## src/sv/ufr_pkg.sv

```systemverilog
// Shared types and constants for the three-mode frame receiver.
// No dependencies; used by ufr_step, the top level and the checker.
package ufr_pkg;

  // mode_select codes
  localparam logic [1:0] MODE_OFF    = 2'd0;
  localparam logic [1:0] MODE_FRAMED = 2'd1;
  localparam logic [1:0] MODE_LINE   = 2'd2;
  localparam logic [1:0] MODE_CHECK  = 2'd3;

  // frame_event codes
  localparam logic [1:0] EV_NONE   = 2'd0;
  localparam logic [1:0] EV_LINE   = 2'd1;
  localparam logic [1:0] EV_FRAMED = 2'd2;
  localparam logic [1:0] EV_FAULT  = 2'd3;

  // special bytes
  localparam logic [7:0] CH_STX      = 8'h02;
  localparam logic [7:0] CH_ETX      = 8'h03;
  localparam logic [7:0] CH_LF       = 8'h0A;
  localparam logic [7:0] CH_CR       = 8'h0D;
  localparam logic [7:0] CH_GT       = 8'h3E;
  localparam logic [7:0] CH_ZERO     = 8'h30;
  localparam logic [7:0] CH_NINE     = 8'h39;
  localparam logic [7:0] CH_UPPER_F  = 8'h46;
  localparam logic [7:0] ADDR_MAX    = 8'h05;

  // framed message: STX, header and trailer around the payload
  localparam logic [8:0] FRAME_OVERHEAD = 9'd12;
  // framed message: positions of the two hex length digits
  localparam logic [7:0] POS_LEN_HI = 8'd7;
  localparam logic [7:0] POS_LEN_LO = 8'd8;

  // per-item state carried between words
  typedef struct packed {
    logic [7:0]  fill;
    logic [7:0]  frame_len;
    logic [3:0]  len_hi;
    logic [7:0]  addr_hi;
    logic [7:0]  addr_lo;
    logic        fault_seen;
    logic [1:0]  fault_cnt;
    logic [15:0] fault_addr;
  } ufr_state_t;

  // one result word
  typedef struct packed {
    logic        write_enable;
    logic [7:0]  write_index;
    logic [7:0]  write_byte;
    logic [1:0]  frame_event;
    logic [7:0]  frame_length;
    logic [15:0] fault_address;
  } ufr_result_t;

endpackage

```

## src/sv/ufr_step.sv

```systemverilog
// Single-pass state update for one received byte in all three modes.
// Depends on ufr_pkg for the state and result structs and byte codes.
module ufr_step import ufr_pkg::*; #(
  parameter int BUFFER_DEPTH    = 255,
  parameter int MAX_CHECK_FRAME = 200
) (
  input  logic [1:0]  mode_i,
  input  logic [7:0]  rx_byte_i,
  input  ufr_state_t  cur_i,
  output ufr_state_t  nxt_o,
  output ufr_result_t res_o
);

  localparam logic [7:0] DepthC    = 8'(BUFFER_DEPTH);
  localparam logic [7:0] MaxFrameC = 8'(MAX_CHECK_FRAME);

  // hex digit value, wraps for non-hex bytes
  function automatic logic [7:0] digit_value(input logic [7:0] b);
    digit_value = (b > CH_NINE) ? b - 8'h37 : b - CH_ZERO;
  endfunction

  // uppercase hex character for a nibble
  function automatic logic [7:0] hex_char(input logic [3:0] n);
    hex_char = (n < 4'd10) ? CH_ZERO + {4'h0, n} : 8'h37 + {4'h0, n};
  endfunction

  // true for bytes outside '*'..'9' and 'A'..'F'
  function automatic logic is_visible(input logic [7:0] b);
    is_visible = !((b > 8'h29 && b < 8'h3A) || (b > 8'h40 && b < 8'h47));
  endfunction

  logic [7:0] b;
  logic [7:0] dv;
  logic [8:0] limit;
  logic [7:0] exp_char;
  logic [7:0] sel_addr;
  logic [7:0] slot;
  logic       fault_hit;

  assign b  = rx_byte_i;
  assign dv = digit_value(rx_byte_i);

  always_comb begin
    nxt_o     = cur_i;
    res_o     = '0;
    limit     = '0;
    exp_char  = '0;
    sel_addr  = '0;
    slot      = '0;
    fault_hit = 1'b0;

    case (mode_i)
      // text line: CR skipped, LF ends unstored, '>' ends stored
      MODE_LINE: begin
        if (b == CH_LF || b == CH_GT) begin
          if (b == CH_GT && cur_i.fill < DepthC) begin
            res_o.write_enable = 1'b1;
            res_o.write_index  = cur_i.fill;
            res_o.write_byte   = b;
            nxt_o.fill         = cur_i.fill + 8'd1;
          end
          res_o.frame_event  = EV_LINE;
          res_o.frame_length = nxt_o.fill;
          nxt_o.fill         = '0;
        end else if (b != CH_CR && cur_i.fill < DepthC) begin
          res_o.write_enable = 1'b1;
          res_o.write_index  = cur_i.fill;
          res_o.write_byte   = b;
          nxt_o.fill         = cur_i.fill + 8'd1;
        end
      end

      // framed message with hex length at positions 7 and 8
      MODE_FRAMED: begin
        if ((b >= CH_ZERO && b <= CH_UPPER_F) || b == CH_ETX) begin
          if (cur_i.fill < DepthC) begin
            res_o.write_enable = 1'b1;
            res_o.write_index  = cur_i.fill;
            res_o.write_byte   = b;
            nxt_o.fill         = cur_i.fill + 8'd1;
            if (cur_i.fill == POS_LEN_HI) begin
              nxt_o.len_hi = dv[3:0];
            end else if (cur_i.fill == POS_LEN_LO) begin
              nxt_o.frame_len = {cur_i.len_hi, 4'h0} + dv;
            end
          end
        end else begin
          nxt_o.fill      = '0;
          nxt_o.frame_len = '0;
        end
        limit = {1'b0, nxt_o.frame_len} + FRAME_OVERHEAD;
        if ({1'b0, nxt_o.fill} == limit && b == CH_ETX) begin
          res_o.frame_event  = EV_FRAMED;
          res_o.frame_length = nxt_o.fill;
          nxt_o.fill         = '0;
          nxt_o.frame_len    = '0;
        end else if ({1'b0, nxt_o.fill} > limit) begin
          // overrun
          nxt_o.fill      = '0;
          nxt_o.frame_len = '0;
        end else if (b == CH_STX) begin
          // restart, STX lands at position 0
          res_o.write_enable = 1'b1;
          res_o.write_index  = '0;
          res_o.write_byte   = b;
          nxt_o.fill         = 8'd1;
        end
      end

      // address echo check, reported only when faulty
      MODE_CHECK: begin
        if ((cur_i.fill == MaxFrameC || b == CH_ETX) && cur_i.fill > 8'd3) begin
          if (cur_i.fill < DepthC) begin
            res_o.write_enable = 1'b1;
            res_o.write_index  = cur_i.fill;
            res_o.write_byte   = b;
            nxt_o.fill         = cur_i.fill + 8'd1;
          end
          if (cur_i.fault_seen) begin
            res_o.frame_event   = EV_FAULT;
            res_o.frame_length  = nxt_o.fill;
            res_o.fault_address = cur_i.fault_addr;
          end
          nxt_o.fault_seen = 1'b0;
          nxt_o.fault_cnt  = '0;
          nxt_o.fill       = '0;
        end else if (cur_i.fill == 8'd0) begin
          if (b <= ADDR_MAX) begin
            nxt_o.addr_hi      = b;
            res_o.write_enable = 1'b1;
            res_o.write_index  = '0;
            res_o.write_byte   = b;
            nxt_o.fill         = 8'd1;
          end
        end else if (cur_i.fill == 8'd1) begin
          nxt_o.addr_lo      = b;
          res_o.write_enable = 1'b1;
          res_o.write_index  = 8'd1;
          res_o.write_byte   = b;
          nxt_o.fill         = 8'd2;
        end else if (cur_i.fill == 8'd2) begin
          // expect STX; otherwise shift the address window by one byte
          sel_addr = (b != CH_STX) ? cur_i.addr_lo : cur_i.addr_hi;
          slot     = (b != CH_STX) ? 8'd1 : 8'd2;
          if (sel_addr > ADDR_MAX) begin
            sel_addr = b;
            slot     = '0;
          end
          nxt_o.addr_hi = sel_addr;
          if (sel_addr > ADDR_MAX) begin
            nxt_o.fill = '0;
          end else begin
            if (slot == 8'd1) begin
              nxt_o.addr_lo = b;
            end
            res_o.write_enable = 1'b1;
            res_o.write_index  = slot;
            res_o.write_byte   = b;
            nxt_o.fill         = slot + 8'd1;
          end
        end else begin
          if (cur_i.fill <= 8'd6) begin
            // echoed address characters
            if (cur_i.fill == 8'd3) begin
              exp_char = hex_char(cur_i.addr_hi[7:4]);
            end else if (cur_i.fill == 8'd4) begin
              exp_char = hex_char(cur_i.addr_hi[3:0]);
            end else if (cur_i.fill == 8'd5) begin
              exp_char = hex_char(cur_i.addr_lo[7:4]);
            end else begin
              exp_char = hex_char(cur_i.addr_lo[3:0]);
            end
            fault_hit = (b != exp_char) || cur_i.fault_seen;
          end else begin
            fault_hit = is_visible(b) || cur_i.fault_seen;
          end
          // capture the first offending byte and the byte after it
          if (fault_hit) begin
            nxt_o.fault_seen = 1'b1;
            if (cur_i.fault_cnt == 2'd0) begin
              nxt_o.fault_addr = {b, 8'h00};
              nxt_o.fault_cnt  = 2'd1;
            end else if (cur_i.fault_cnt == 2'd1) begin
              nxt_o.fault_addr = cur_i.fault_addr | {8'h00, b};
              nxt_o.fault_cnt  = 2'd2;
            end
          end
          if (cur_i.fill < DepthC) begin
            res_o.write_enable = 1'b1;
            res_o.write_index  = cur_i.fill;
            res_o.write_byte   = b;
            nxt_o.fill         = cur_i.fill + 8'd1;
          end
        end
      end

      // mode zero: byte ignored
      default: begin
        nxt_o = cur_i;
      end
    endcase
  end

endmodule

```

## src/sv/uart_frame_receiver_three_mode_top.sv

```systemverilog
// An accepted byte waits in the input register and moves to the result register
// when that register is empty or being taken. Throughput: one byte per cycle while
// out_ready_i keeps up, set by the single state-update pass between the registers.
// The result register frees as it is taken, so input and output overlap.
// Reset (rst_ni low, asynchronous) clears state_q and valids, sets mode_select to 3.
// Depends on ufr_pkg and ufr_step.
module uart_frame_receiver_three_mode_top import ufr_pkg::*; #(
  parameter int BUFFER_DEPTH    = 255,
  parameter int MAX_CHECK_FRAME = 200
) (
  input  logic        clk_i,
  input  logic        rst_ni,
  // configuration write
  input  logic        cfg_valid_i,
  output logic        cfg_ready_o,
  input  logic [1:0]  mode_select_i,
  // received bytes
  input  logic        in_valid_i,
  output logic        in_ready_o,
  input  logic [7:0]  rx_byte_i,
  // result words
  output logic        out_valid_o,
  input  logic        out_ready_i,
  output logic        write_enable_o,
  output logic [7:0]  write_index_o,
  output logic [7:0]  write_byte_o,
  output logic [1:0]  frame_event_o,
  output logic [7:0]  frame_length_o,
  output logic [15:0] fault_address_o
);

  logic [1:0]  mode_q;
  logic        in_valid_q, in_valid_d;
  logic [7:0]  in_byte_q;
  logic        out_valid_q, out_valid_d;
  ufr_result_t res_q;
  ufr_result_t res_d;
  ufr_state_t  state_q;
  ufr_state_t  state_d;
  logic        advance;
  logic        in_fire;

  // held byte moves on when the result register is empty or being taken
  assign advance    = in_valid_q && (!out_valid_q || out_ready_i);
  assign in_ready_o = !in_valid_q || advance;
  assign in_fire    = in_valid_i && in_ready_o;
  assign cfg_ready_o = 1'b1;

  assign in_valid_d  = in_fire ? 1'b1 : (advance ? 1'b0 : in_valid_q);
  assign out_valid_d = advance ? 1'b1 : (out_ready_i ? 1'b0 : out_valid_q);

  ufr_step #(
    .BUFFER_DEPTH   (BUFFER_DEPTH),
    .MAX_CHECK_FRAME(MAX_CHECK_FRAME)
  ) u_step (
    .mode_i   (mode_q),
    .rx_byte_i(in_byte_q),
    .cur_i    (state_q),
    .nxt_o    (state_d),
    .res_o    (res_d)
  );

  // control and frame state
  always_ff @(posedge clk_i or negedge rst_ni) begin
    if (!rst_ni) begin
      mode_q      <= MODE_CHECK;
      in_valid_q  <= 1'b0;
      out_valid_q <= 1'b0;
      state_q     <= '0;
    end else begin
      in_valid_q  <= in_valid_d;
      out_valid_q <= out_valid_d;
      if (cfg_valid_i && cfg_ready_o) begin
        mode_q <= mode_select_i;
      end
      if (advance) begin
        state_q <= state_d;
      end
    end
  end

  // payload registers
  always_ff @(posedge clk_i) begin
    if (in_fire) begin
      in_byte_q <= rx_byte_i;
    end
    if (advance) begin
      res_q <= res_d;
    end
  end

  assign out_valid_o     = out_valid_q;
  assign write_enable_o  = res_q.write_enable;
  assign write_index_o   = res_q.write_index;
  assign write_byte_o    = res_q.write_byte;
  assign frame_event_o   = res_q.frame_event;
  assign frame_length_o  = res_q.frame_length;
  assign fault_address_o = res_q.fault_address;

endmodule

```

## config.mk

```make
export PLATFORM = sky130hd
export DESIGN_NAME = uart_frame_receiver_three_mode_top
export DESIGN_NICKNAME = d
export VERILOG_FILES = /design/src/sv/ufr_pkg.sv /design/src/sv/ufr_step.sv /design/src/sv/uart_frame_receiver_three_mode_top.sv
export SDC_FILE = /design/constraint.sdc
export NUM_CORES = 1
export LEC_CHECK = 0
export ABC_AREA = 1
export BUFFER_PORTS_ARGS = -buffer_cell sky130_fd_sc_hd__buf_2
export CAP_MARGIN = 20
export CORE_MARGIN = 2
export CORE_UTILIZATION = 29
export CTS_BUF_LIST = sky130_fd_sc_hd__clkbuf_16
export DETAILED_ROUTE_END_ITERATION = 6
export SYNTH_ARGS = -nofsm -noshare
export SYNTH_HDL_FRONTEND = slang
export SYNTH_SLANG_ARGS = --single-unit
```

## constraint.sdc

```tcl
create_clock -name clk_i -period 5.05 [get_ports clk_i]
set_input_delay 0 -clock clk_i [delete_from_list [all_inputs] [get_ports clk_i]]
set_output_delay 0 -clock clk_i [all_outputs]
set_load 0.005 [all_outputs]
```

# ---- Yosys cells after proc, flatten, opt, wreduce, memory -nomap -nowiden
# Index checks and enable logic that the tools add are counted.
dict set report word_totals {
  ram_bits 0
  reg_bits 110
  elab_cells 216
  romBits 0
  n_memories 0
  output_inout_bits 46
  latch_bits 0
  in_bits 15
}
dict set report classes {
  mul 0
  mux 92
  n_div 0
  n_reduce_logical 40
  eq_ne 29
  n_addsub 14
  shifts 0
  n_lt_le_gt_ge 18
  bitwise_logic 5
}
# op count
set op_table {}
lappend op_table {{8-bit 2-to-1 mux} 48}
lappend op_table {{17-bit 2-to-1 mux} 14}
lappend op_table {{27-bit one-hot mux with 3 select lines} 1}
lappend op_table {{19-bit 2-to-1 mux} 4}
lappend op_table {{16-bit 2-to-1 mux} 4}
lappend op_table {{6-bit by 4-bit adder with 7-bit output, first input constant} 8}
lappend op_table {{26-bit 2-to-1 mux} 2}
lappend op_table {{18-bit 2-to-1 mux} 2}
lappend op_table {{8-bit by 2-bit == test with 1-bit output, second input constant} 4}
lappend op_table {{8-bit by 3-bit == test with 1-bit output, second input constant} 3}
lappend op_table {{8-bit one-hot mux with 3 select lines} 1}
lappend op_table {{20-bit 2-to-1 mux} 1}
lappend op_table {{8-bit by 1-bit adder with 8-bit output, second input constant} 2}
lappend op_table {{8-bit by 1-bit == test with 1-bit output, second input constant} 2}
lappend op_table {{8-bit by 4-bit == test with 1-bit output, second input constant} 2}
lappend op_table {{8-bit by 3-bit > comparator with 1-bit output, second input constant} 2}
lappend op_table {{8-bit by 6-bit > comparator with 1-bit output, second input constant} 2}
lappend op_table {{8-bit by 3-bit less-or-equal comparator with 1-bit output, second input constant} 2}
lappend op_table {{4-bit less-than comparator, second input constant} 4}
lappend op_table {{16-bit by 8-bit OR with 16-bit output} 1}
lappend op_table {{8-bit by 6-bit subtractor with 8-bit output, second input constant} 2}
lappend op_table {{7-bit AND reduction} 2}
lappend op_table {{2-bit nonzero test} 7}
lappend op_table {{6-bit AND reduction} 2}
lappend op_table {{other kinds (40)} 76}

# ---- Depth between registers and ports, before layout
# Gate-level depths: netlist of run 1.
dict set report logic_depth {
  word_depth 24
  depth_mapped 30
  depth_no_buf 30
}

# ---- Modules after synthesis
# From an unflattened synthesis of run 1, not the netlist that was laid out.
dict set report hier_totals {
  cells_unflattened 1148
  hier_area_um2 8316.7
}
# mod n_inst seq_area_each_um2 cells_per_inst area_per_inst_um2
set by_module_without_submodules {}
lappend by_module_without_submodules {ufr_step 1 0.0 838 4416.7}
lappend by_module_without_submodules {uart_frame_receiver_three_mode_top 1 3010.4 310 3900.0}

# ---- Worst setup path before layout of run 1
# No wires, ideal clock.
dict set report synth_timing {
  path_type {flip-flop to flip-flop}
  from {register in_byte_q[0]}
  to {register res_q (netlist bit write_index_o[2]) (data pin)}
  n_path_buf 0
  path_stages_with_launch 27
  path_slack_ps 855
  synth_period_minus_slack_ps 4195
  t_required_ps 4793
  t_arrival_ps 3937
  path_cell_list {edfxtp_1 inv_1 ha_1 a21oi_1 nand3_1 nand2_1 inv_2 nor2_1 xor2_1 inv_1 ha_1 inv_1 fa_1 o21ai_2 nand4_2 xnor2_1 ha_1 a21oi_1 o21ai_0 a21oi_1 nor2_1 nand2_4 nand3_2 nand2_1 nand2_1 nor2_2 nor2_1}
}
# element line
set synth_rtl {}
lappend synth_rtl {{start: declaration} uart_frame_receiver_three_mode_top.sv:34} ;# logic [7:0] in_byte_q;
lappend synth_rtl {{start signal: assignment} uart_frame_receiver_three_mode_top.sv:85} ;# in_byte_q <= rx_byte_i;
lappend synth_rtl {{end signal: assignment} uart_frame_receiver_three_mode_top.sv:88} ;# res_q <= res_d;
lappend synth_rtl {{end: declaration} uart_frame_receiver_three_mode_top.sv:36} ;# ufr_result_t res_q;

==> results of run 1 <==
cells in the mapped netlist (4+ instances only):
cell,number,area (um^2)
o211ai_1,10,75.1
nor2_4,6,67.6
buf_2,5,25.0
nor2_1,78,293
o21ai_0,51,255
nand2_2,11,68.8
nand3_2,4,40.0
a21oi_1,35,175
a22oi_1,6,45.0
nand3_1,74,370
o21ai_2,18,158
o22ai_1,22,138
inv_1,113,424
nand2_4,4,45.0
o21ai_1,11,55.1
nor2_2,6,37.5
inv_2,17,63.8
xor2_1,15,131
a211oi_1,4,30.0
nor3_1,13,65.1
nand4_1,13,81.3
o221ai_1,9,78.8
edfxtp_1,51,1530
clkbuf_1,5,18.8
ha_1,31,388
dfrtp_1,57,1430
nand2_1,199,747
buf_6,8,90.1
logic make-up (layout without fill, tap and decap cells):
logic type,count (synthesis),after routing,synth area share [%]
other,1,1,0.0511
xor gates and xnor gates,16,16,1.91
adders and majority gates,32,32,5.56
AOI/OAI and AO/OA,175,175,14.9
DFF,110,110,41.0
and+or+nand+nor,421,421,27.4
buffers and inverters,156,243,9.16
worst min path at each step:
stage                     cells after the start  slack, ns         start           end
final                                         3       0.35        rst_ni   state_q[52]
after global routing                          2       0.36  rx_byte_i[2]  in_byte_q[2]
after CTS                                     2       0.34  rx_byte_i[2]  in_byte_q[2]
after detailed placement                      1       0.18  rx_byte_i[6]  in_byte_q[6]
after global placement                        1       0.18  rx_byte_i[6]  in_byte_q[6]
after floorplan                               0      -0.30        rst_ni     async pin
through the flow:
stage,power [mW],hold WS [ns],util (%)
floorplan,2.02,-0.296,-
finish,3.11,0.347,34.0
detailed placement,2.32,0.180,31.9
global placement,2.31,0.180,31.9
CTS,3.11,0.342,33.8
global route,3.32,0.361,34.0
repair_timing:
action                                  in CTS  in global routing
endpoints found under the setup margin       0                 15
hold buffers                                16                  0
gates resized for setup                      0                  5
endpoints found under the hold margin       69                  0
buffers inserted                             0                  4
worst reg2reg max path, stage by stage, from the launching register on:
cell	delay, ns
edfxtp_1	0.45
inv_1	0.09
ha_1	0.22
a21oi_1	0.19
nand3_1	0.09
nand2_1	0.18
inv_2	0.08
nor2_1	0.16
xor2_1	0.17
inv_1	0.06
ha_1	0.19
inv_1	0.08
fa_1	0.42
o21ai_2	0.18
nand2_1	0.10
inv_1	0.08
nand3_1	0.09
xor2_1	0.16
ha_1	0.29
nand4_1	0.12
nor3_1	0.24
nand2_2	0.14
inv_2	0.14
nand2_1	0.21
o221ai_1	0.28
cell type report:
cell class,instances,area [um^2]
timing repair buffer,92,583
inverter,135,514
fill,2637,16500
multi-input combinational,645,3660
clock buffer,9,225
tap,330,413
sequential,110,3010
clock inverter,7,100
report_power, final:
part           switching (mW)  leakage (nW)  internal, mW  total [mW]
clock                   0.366         0.160         0.403       0.768
combinational           0.655          2.56         0.357        1.01
sequential              0.201          1.23          1.12        1.33
total                    1.22          3.95          1.88        3.11
registers in the layout, summed over array words and instances, names as in the netlist, named ones only:
register / count
write_index_o: 8
fault_address_o: 16
frame_event_o: 2
state_q: 47
out_valid_o: 1
in_valid_q: 1
frame_length_o: 8
mode_q: 2
write_byte_o: 8
write_enable_o: 1
in_byte_q: 8
cell usage in the layout, fill, tap and decap left out, drive strengths merged, types with 2 or more instances in the layout:
cell,instances
nand3,80
nand2,215
inv,136
o21ai,81
or2,2
ha,31
o211ai,10
o221ai,9
nor2,93
dfstp,2
edfxtp,51
xor2,15
a211oi,4
a22oi,6
clkbuf,9
nand4,15
dfrtp,57
a21oi,37
dlygate4sd3,16
o22ai,22
clkinv,5
nor3,15
a31oi,2
buf,76
layer usage:
metal / up-vias / global-route usage (%)
li1: 3230 / -
met1: 2974 / 23.3
met2: 218 / 24.5
met3: 36 / 2.11
met4: 0 / 6.32
met5: - / 0
==> metrics.log, run 1 <==
INFO  metric area_delta_synth_final = 15.9%
INFO  metric floorplan.die.width = approximately 160 um
INFO  metric r2r_start = in_byte_q[0]
INFO  metric ys_seq_elements = between 100 and 150
INFO  metric worst_setup_path_endpoint = frame_length_o[2]
INFO  metric met3WireLength = roughly 1.3 mm
INFO  metric critical_path.startpoint_type = flip-flop
INFO  metric antenna_found_initial = 0
INFO  metric rsz0062_at_grt = false
INFO  metric slowest_stage = edfxtp_1
INFO  metric worst_pin_slew = ~0.95 ns
INFO  metric nets = ~1.0k
INFO  metric tns = 0 ns
INFO  metric tritoncts_clock_tree = built
INFO  metric cp.buffers_inverters = 6
INFO  metric clk_path_buf_depth = 2
INFO  metric slew_headroom = roughly 37%
INFO  metric gp_congestion = slightly above 0.9
INFO  metric cts_num_sinks = between 100 and 150
INFO  metric post_drt_via_cell_ratio = just under 5
INFO  metric crit_path_frequent_cell = inv_1
INFO  metric cts.htree.levels = 3
INFO  metric route.final.wire_length = 20.8 mm
INFO  metric crit_family = simple AND/OR/NAND/NOR gates
INFO  metric wl_met2 = roughly 9 mm
INFO  metric critical_path_origin = in_byte_q[0]
INFO  metric fin_cells = around 1.3k
INFO  metric final_antenna_net_count = 0
INFO  metric timing.final.setup_violations = 0
INFO  metric initial_core_util = between 20% and 30%
INFO  metric clkLatencyLatePin = between 0.3 and 0.4 ns
INFO  metric firstDrtPassIters = 5
INFO  metric finalWorstSetupSlack = around 0.45 ns
INFO  metric maxUsedRoutingLayer = met4
INFO  metric cp_data_required_time = between 5 and 6 ns
INFO  metric dominantRegCellSynth = dfrtp_1
INFO  metric design.die.area = approximately 27000 um^2
INFO  metric gr-usage-all-layers = between 15 and 20%
INFO  metric ys_async_sr_fraction = a little over half
INFO  metric clockRootBuffer = clkbuf_16
INFO  metric synth_area_per_cell = a little over 8 um^2
INFO  metric timing.final.crit_share = 91.2%
INFO  metric maxCapViolCount = 0
INFO  metric status = complete, no violations
INFO  metric final_hold_viol_count = 0
INFO  metric grt_start_max_net_pins = 60
INFO  metric synth-edff-count = between 50 and 60
INFO  metric seq_area_frac_synth = approximately two fifths
INFO  metric critical_path.max_fanout = 6
INFO  metric place_ws = 0.365 ns
INFO  metric route.detailed.drc = 0
INFO  metric layout.cell_area.non_filler = between 8000 and 9000 um^2
INFO  metric setup_slack_of_the_most_critical_reg_to_reg_path = 0.45 ns
INFO  metric finalMaxSlewViolations = 0
INFO  metric dr_vias = between 6k and 7k
INFO  metric core.rowCount = just under 60
INFO  metric wire_length_of_the_first_global_routing_pass = around 33 mm
INFO  metric timing.setup.critical_path_class = reg2reg
INFO  metric timing.critical_path.cells = inv_1, ha_1, a21oi_1, nand3_1, nand2_1, inv_2, nor2_1, xor2_1, inv_1, ha_1, inv_1, fa_1, o21ai_2, nand2_1, inv_1, nand3_1, xor2_1, ha_1, nand4_1, nor3_1, nand2_2, inv_2, nand2_1, o221ai_1
INFO  metric route.layer.met1.wl = between 9 and 10 mm
INFO  metric detail_route.wl_per_cell = between 15 and 20 um
INFO  metric dp_hpwl = 15.9 mm
INFO  metric fmaxAchievable = 0.217 GHz
INFO  metric cts_made_buffers = 9
INFO  metric placedInstanceArea = about 8000 um^2
INFO  metric clock_skew = 0.0132 ns
INFO  metric floorplan.die.height = roughly 160 um
INFO  metric grt_pass1_vias = 6118
INFO  metric worstRegToRegCells = 24
INFO  metric final_layout_size_suffix_gt1_share = roughly 18%
INFO  metric place_inst = about 1.3k
INFO  metric syn_inst = about 910
INFO  metric yosys_warnings = 0
INFO  metric power.density_cell_area = about 370 nW/um^2
INFO  metric setup.worst_path.end_class = flip-flop
INFO  metric worst_reg2reg_path_endpoint = frame_length_o[2]
INFO  metric final_period_demand_of_the_worst_path = between 4 and 5 ns
INFO  metric p_leak = between 3 and 4 nW
INFO  metric synth_fp_nets = around 960
INFO  metric worst_setup_hold_path_clk_slew = around 0.08 ns
INFO  metric timing.critical_path.depth = 24
INFO  metric cp_arrival = 4.78 ns
INFO  metric core = 25000 um^2
INFO  metric grt_remaining_overflow = 0
INFO  metric ios = just over 60
INFO  metric min_path_type = in2async
INFO  metric synth_area = 7330 um^2
INFO  metric crit_path_max_incr_delay = 0.45 ns
INFO  metric ir_worst_vdd = just over 200 uV
INFO  metric io_buffer_count = 59
INFO  metric number_of_library_cell_types_mapped_by_synthesis = 54
INFO  metric antennaDiodeCount = 0
INFO  metric dr.first_iter.drc_count = 438
(Power assumes the default switching activity.)
==> run 2, diff against run 1 <==
==> constraint.sdc (replaced) <==
create_clock -name clk_i -period 4.7 [get_ports clk_i]
set_input_delay 0 -clock clk_i [delete_from_list [all_inputs] [get_ports clk_i]]
set_output_delay 0 -clock clk_i [all_outputs]
set_load 0.005 [all_outputs]
==> run 2 against run 1 <==
Core utilization grew 0.33 points. Non-clock buffer count is 9 higher. Via count increased by 1.7%. Sequential share of layout area decreased by 0.35 points. Global-route usage is 0.18 points higher. Largest power group unchanged. Critical endpoint is now write_index_o[2]. Clock-buffer cell count unchanged. Die area did not move.
==> metrics.log, run 2 (synthesis gave the netlist of run 1 again) <==
INFO  metric status = complete, no violations
INFO  metric seqCellArea = approximately 3000 um^2
INFO  metric finalWorstSetupSlack = 0.351 ns
INFO  metric timing.critical_path.depth = 27
INFO  metric r2r_start = in_byte_q[0]
INFO  metric critical_path_origin = in_byte_q[0]
INFO  metric grt.met1_usage = between 20% and 30%
INFO  metric dr_vias = around 6.6k
INFO  metric area_delta_synth_final = 17.1%
INFO  metric place_inst = about 1.3k
INFO  metric antennaDiodeCount = 0
INFO  metric timing.final.crit_share = between 90 and 100%
INFO  metric io_buffer_count = 59
INFO  metric timing.final.setup_violations = 0
INFO  metric clk_path_buf_depth = 2
INFO  metric floorplan.die.width = ~160 um
INFO  metric power.density_cell_area = 390 nW/um^2
INFO  metric grt_remaining_overflow = 0
INFO  metric ios = slightly above 60
INFO  metric grt_pass1_vias = 6157
INFO  metric dr.first_iter.drc_count = around 470
INFO  metric fin_cells = roughly 1.3k
INFO  metric final_antenna_net_count = 0
INFO  metric cts_num_sinks = 110
INFO  metric timing.setup.critical_path_class = reg2reg
INFO  metric cp.buffers_inverters = 5
INFO  metric global_routing_s_busiest_layer = met2
INFO  metric core = between 20000 and 30000 um^2
INFO  metric layout.cells.most_common = nand2_1
INFO  metric detail_route.wl_per_cell = about 16 um
INFO  metric cts.htree.levels = 3
INFO  metric clkLatencyLatePin = roughly 0.38 ns
INFO  metric critical_path.startpoint_type = flip-flop
INFO  metric fmaxAchievable = about 0.23 GHz
INFO  metric wire_length_of_the_first_global_routing_pass = 33.5 mm
INFO  metric nets = roughly 1.0k
INFO  metric post_drt_via_cell_ratio = between 4 and 5
INFO  metric largest_reg_by_ff_count = state_q
INFO  metric design.die.area = around 27000 um^2
INFO  metric max_reg_flops = 47
INFO  metric layout.filler_cells = between 2k and 3k
INFO  metric gr-usage-met3 = roughly 2.5%
INFO  metric final_period_demand_of_the_worst_path = around 4.3 ns
INFO  metric setup.worst_path.end_class = flip-flop
INFO  metric cp_data_required_time = just under 5 ns
INFO  metric cp_arrival = 4.48 ns
INFO  metric place_ws = around 0.23 ns
INFO  metric slew_headroom = 35.9%
INFO  metric worstRegToRegCells = 27
INFO  metric grt_start_max_net_pins = 60
INFO  metric worst_setup_hold_path_clk_slew = roughly 0.09 ns
INFO  metric core.rowCount = 58
INFO  metric antenna_found_initial = 0
INFO  metric maxCapViolCount = 0
INFO  metric clockRootBuffer = clkbuf_16
INFO  metric route.final.wire_length = 21.3 mm
INFO  metric worst_pin_slew = about 0.96 ns
INFO  metric finalMaxSlewViolations = 0
INFO  metric final_layout_size_suffix_gt1_share = about a fifth
INFO  metric slowest_stage = edfxtp_1
INFO  metric min_path_type = in2async
INFO  metric commonest_cells_after_routing_fill_and_taps_aside = nand2_1, inv_1, nor2_1
INFO  metric route.detailed.drc = 0
INFO  metric initial_core_util = 29.3%
INFO  metric tritoncts_clock_tree = built
INFO  metric gr-usage-all-layers = approximately 16%
INFO  metric multi_input_comb_area = approximately 3700 um^2
INFO  metric gr-usage-met2 = between 20 and 25%
INFO  metric final_hold_viol_count = 0
INFO  metric firstDrtPassIters = 6
INFO  metric cts_made_buffers = 9
INFO  metric p_leak = about 4 nW
INFO  metric critical_path.max_fanout = 5
INFO  metric crit_path_max_incr_delay = approximately 0.44 ns
INFO  metric gp_congestion = about 0.93
INFO  metric floorplan.die.height = ~160 um
INFO  metric crit_family = simple AND/OR/NAND/NOR gates
INFO  metric clock_skew = ~0.012 ns
INFO  metric ir_worst_vdd = slightly below 200 uV
INFO  metric dp_hpwl = approximately 16 mm
run 2: layout make-up:
class | count | share of cell area [%]
clock buffers | 9 | 2.62
clock inverters | 7 | 1.06
inverters | 135 | 5.96
multi-input cells | 645 | 42.9
flip-flops and latches | 110 | 35.1
well taps | 330 | 4.81
repair buffers | 101 | 7.58
run 2: report_power, final:
| part | leakage (nW) | internal (mW) | switching, mW |
|---|---|---|---|
| Clock | 0.153 | 0.390 | 0.435 |
| Combinational | 2.61 | 0.390 | 0.715 |
| Sequential | 1.23 | 1.21 | 0.209 |
run 2: timing repair:
item                       CTS  global route
resized for setup            0            10
setup endpoints to repair    0            33
buffers inserted             0             5
hold buffers                16             0
hold endpoints to repair    69             0
run 2: routing by layer:
metal  part of all wire (%)  vias to the layer above
met5                      0                        -
met4                    2.9                        0
met3                    6.1                       38
met2                     42                      254
met1                     49                     3035
li1                       -                     3244
run 2: path summary, 6_finish.rpt:
kind,to,slack [ns]
setup / recovery,write_index_o[2],0.35
hold / removal,state_q[54],0.29
setup reg to reg,write_index_o[2],0.35
hold reg to reg,flip-flop,0.49
max in group asynchronous,state_q[7],3.80
min in group clk_i,in_byte_q[7],0.33
run 2: worst register-to-register path, delay by kind of cell, from the launching register on:
| family | cells | cell delay (ns) |
|---|---|---|
| XOR/XNOR | 2 | 0.33 |
| adder cells (fa/ha/maj) | 4 | 1.13 |
| AO/OA/AOI/OAI | 2 | 0.34 |
| AND/OR/NAND/NOR | 14 | 1.50 |
| flip-flops | 1 | 0.44 |
| buffers and inverters | 5 | 0.37 |
run 2: metrics by stage:
stage               TNS, ns  area (um^2)  total power [mW]  util (%)  hold slack (ns)
global route        -0.0223         8590              3.57      34.3            0.340
floorplan                 0         7330              2.17         -           -0.296
CTS                       0         8520              3.35      34.0            0.326
detailed placement        0         8040              2.50      32.1            0.182
global placement          0         8040              2.49      32.1            0.181
finish                    0         8590              3.35      34.3            0.292
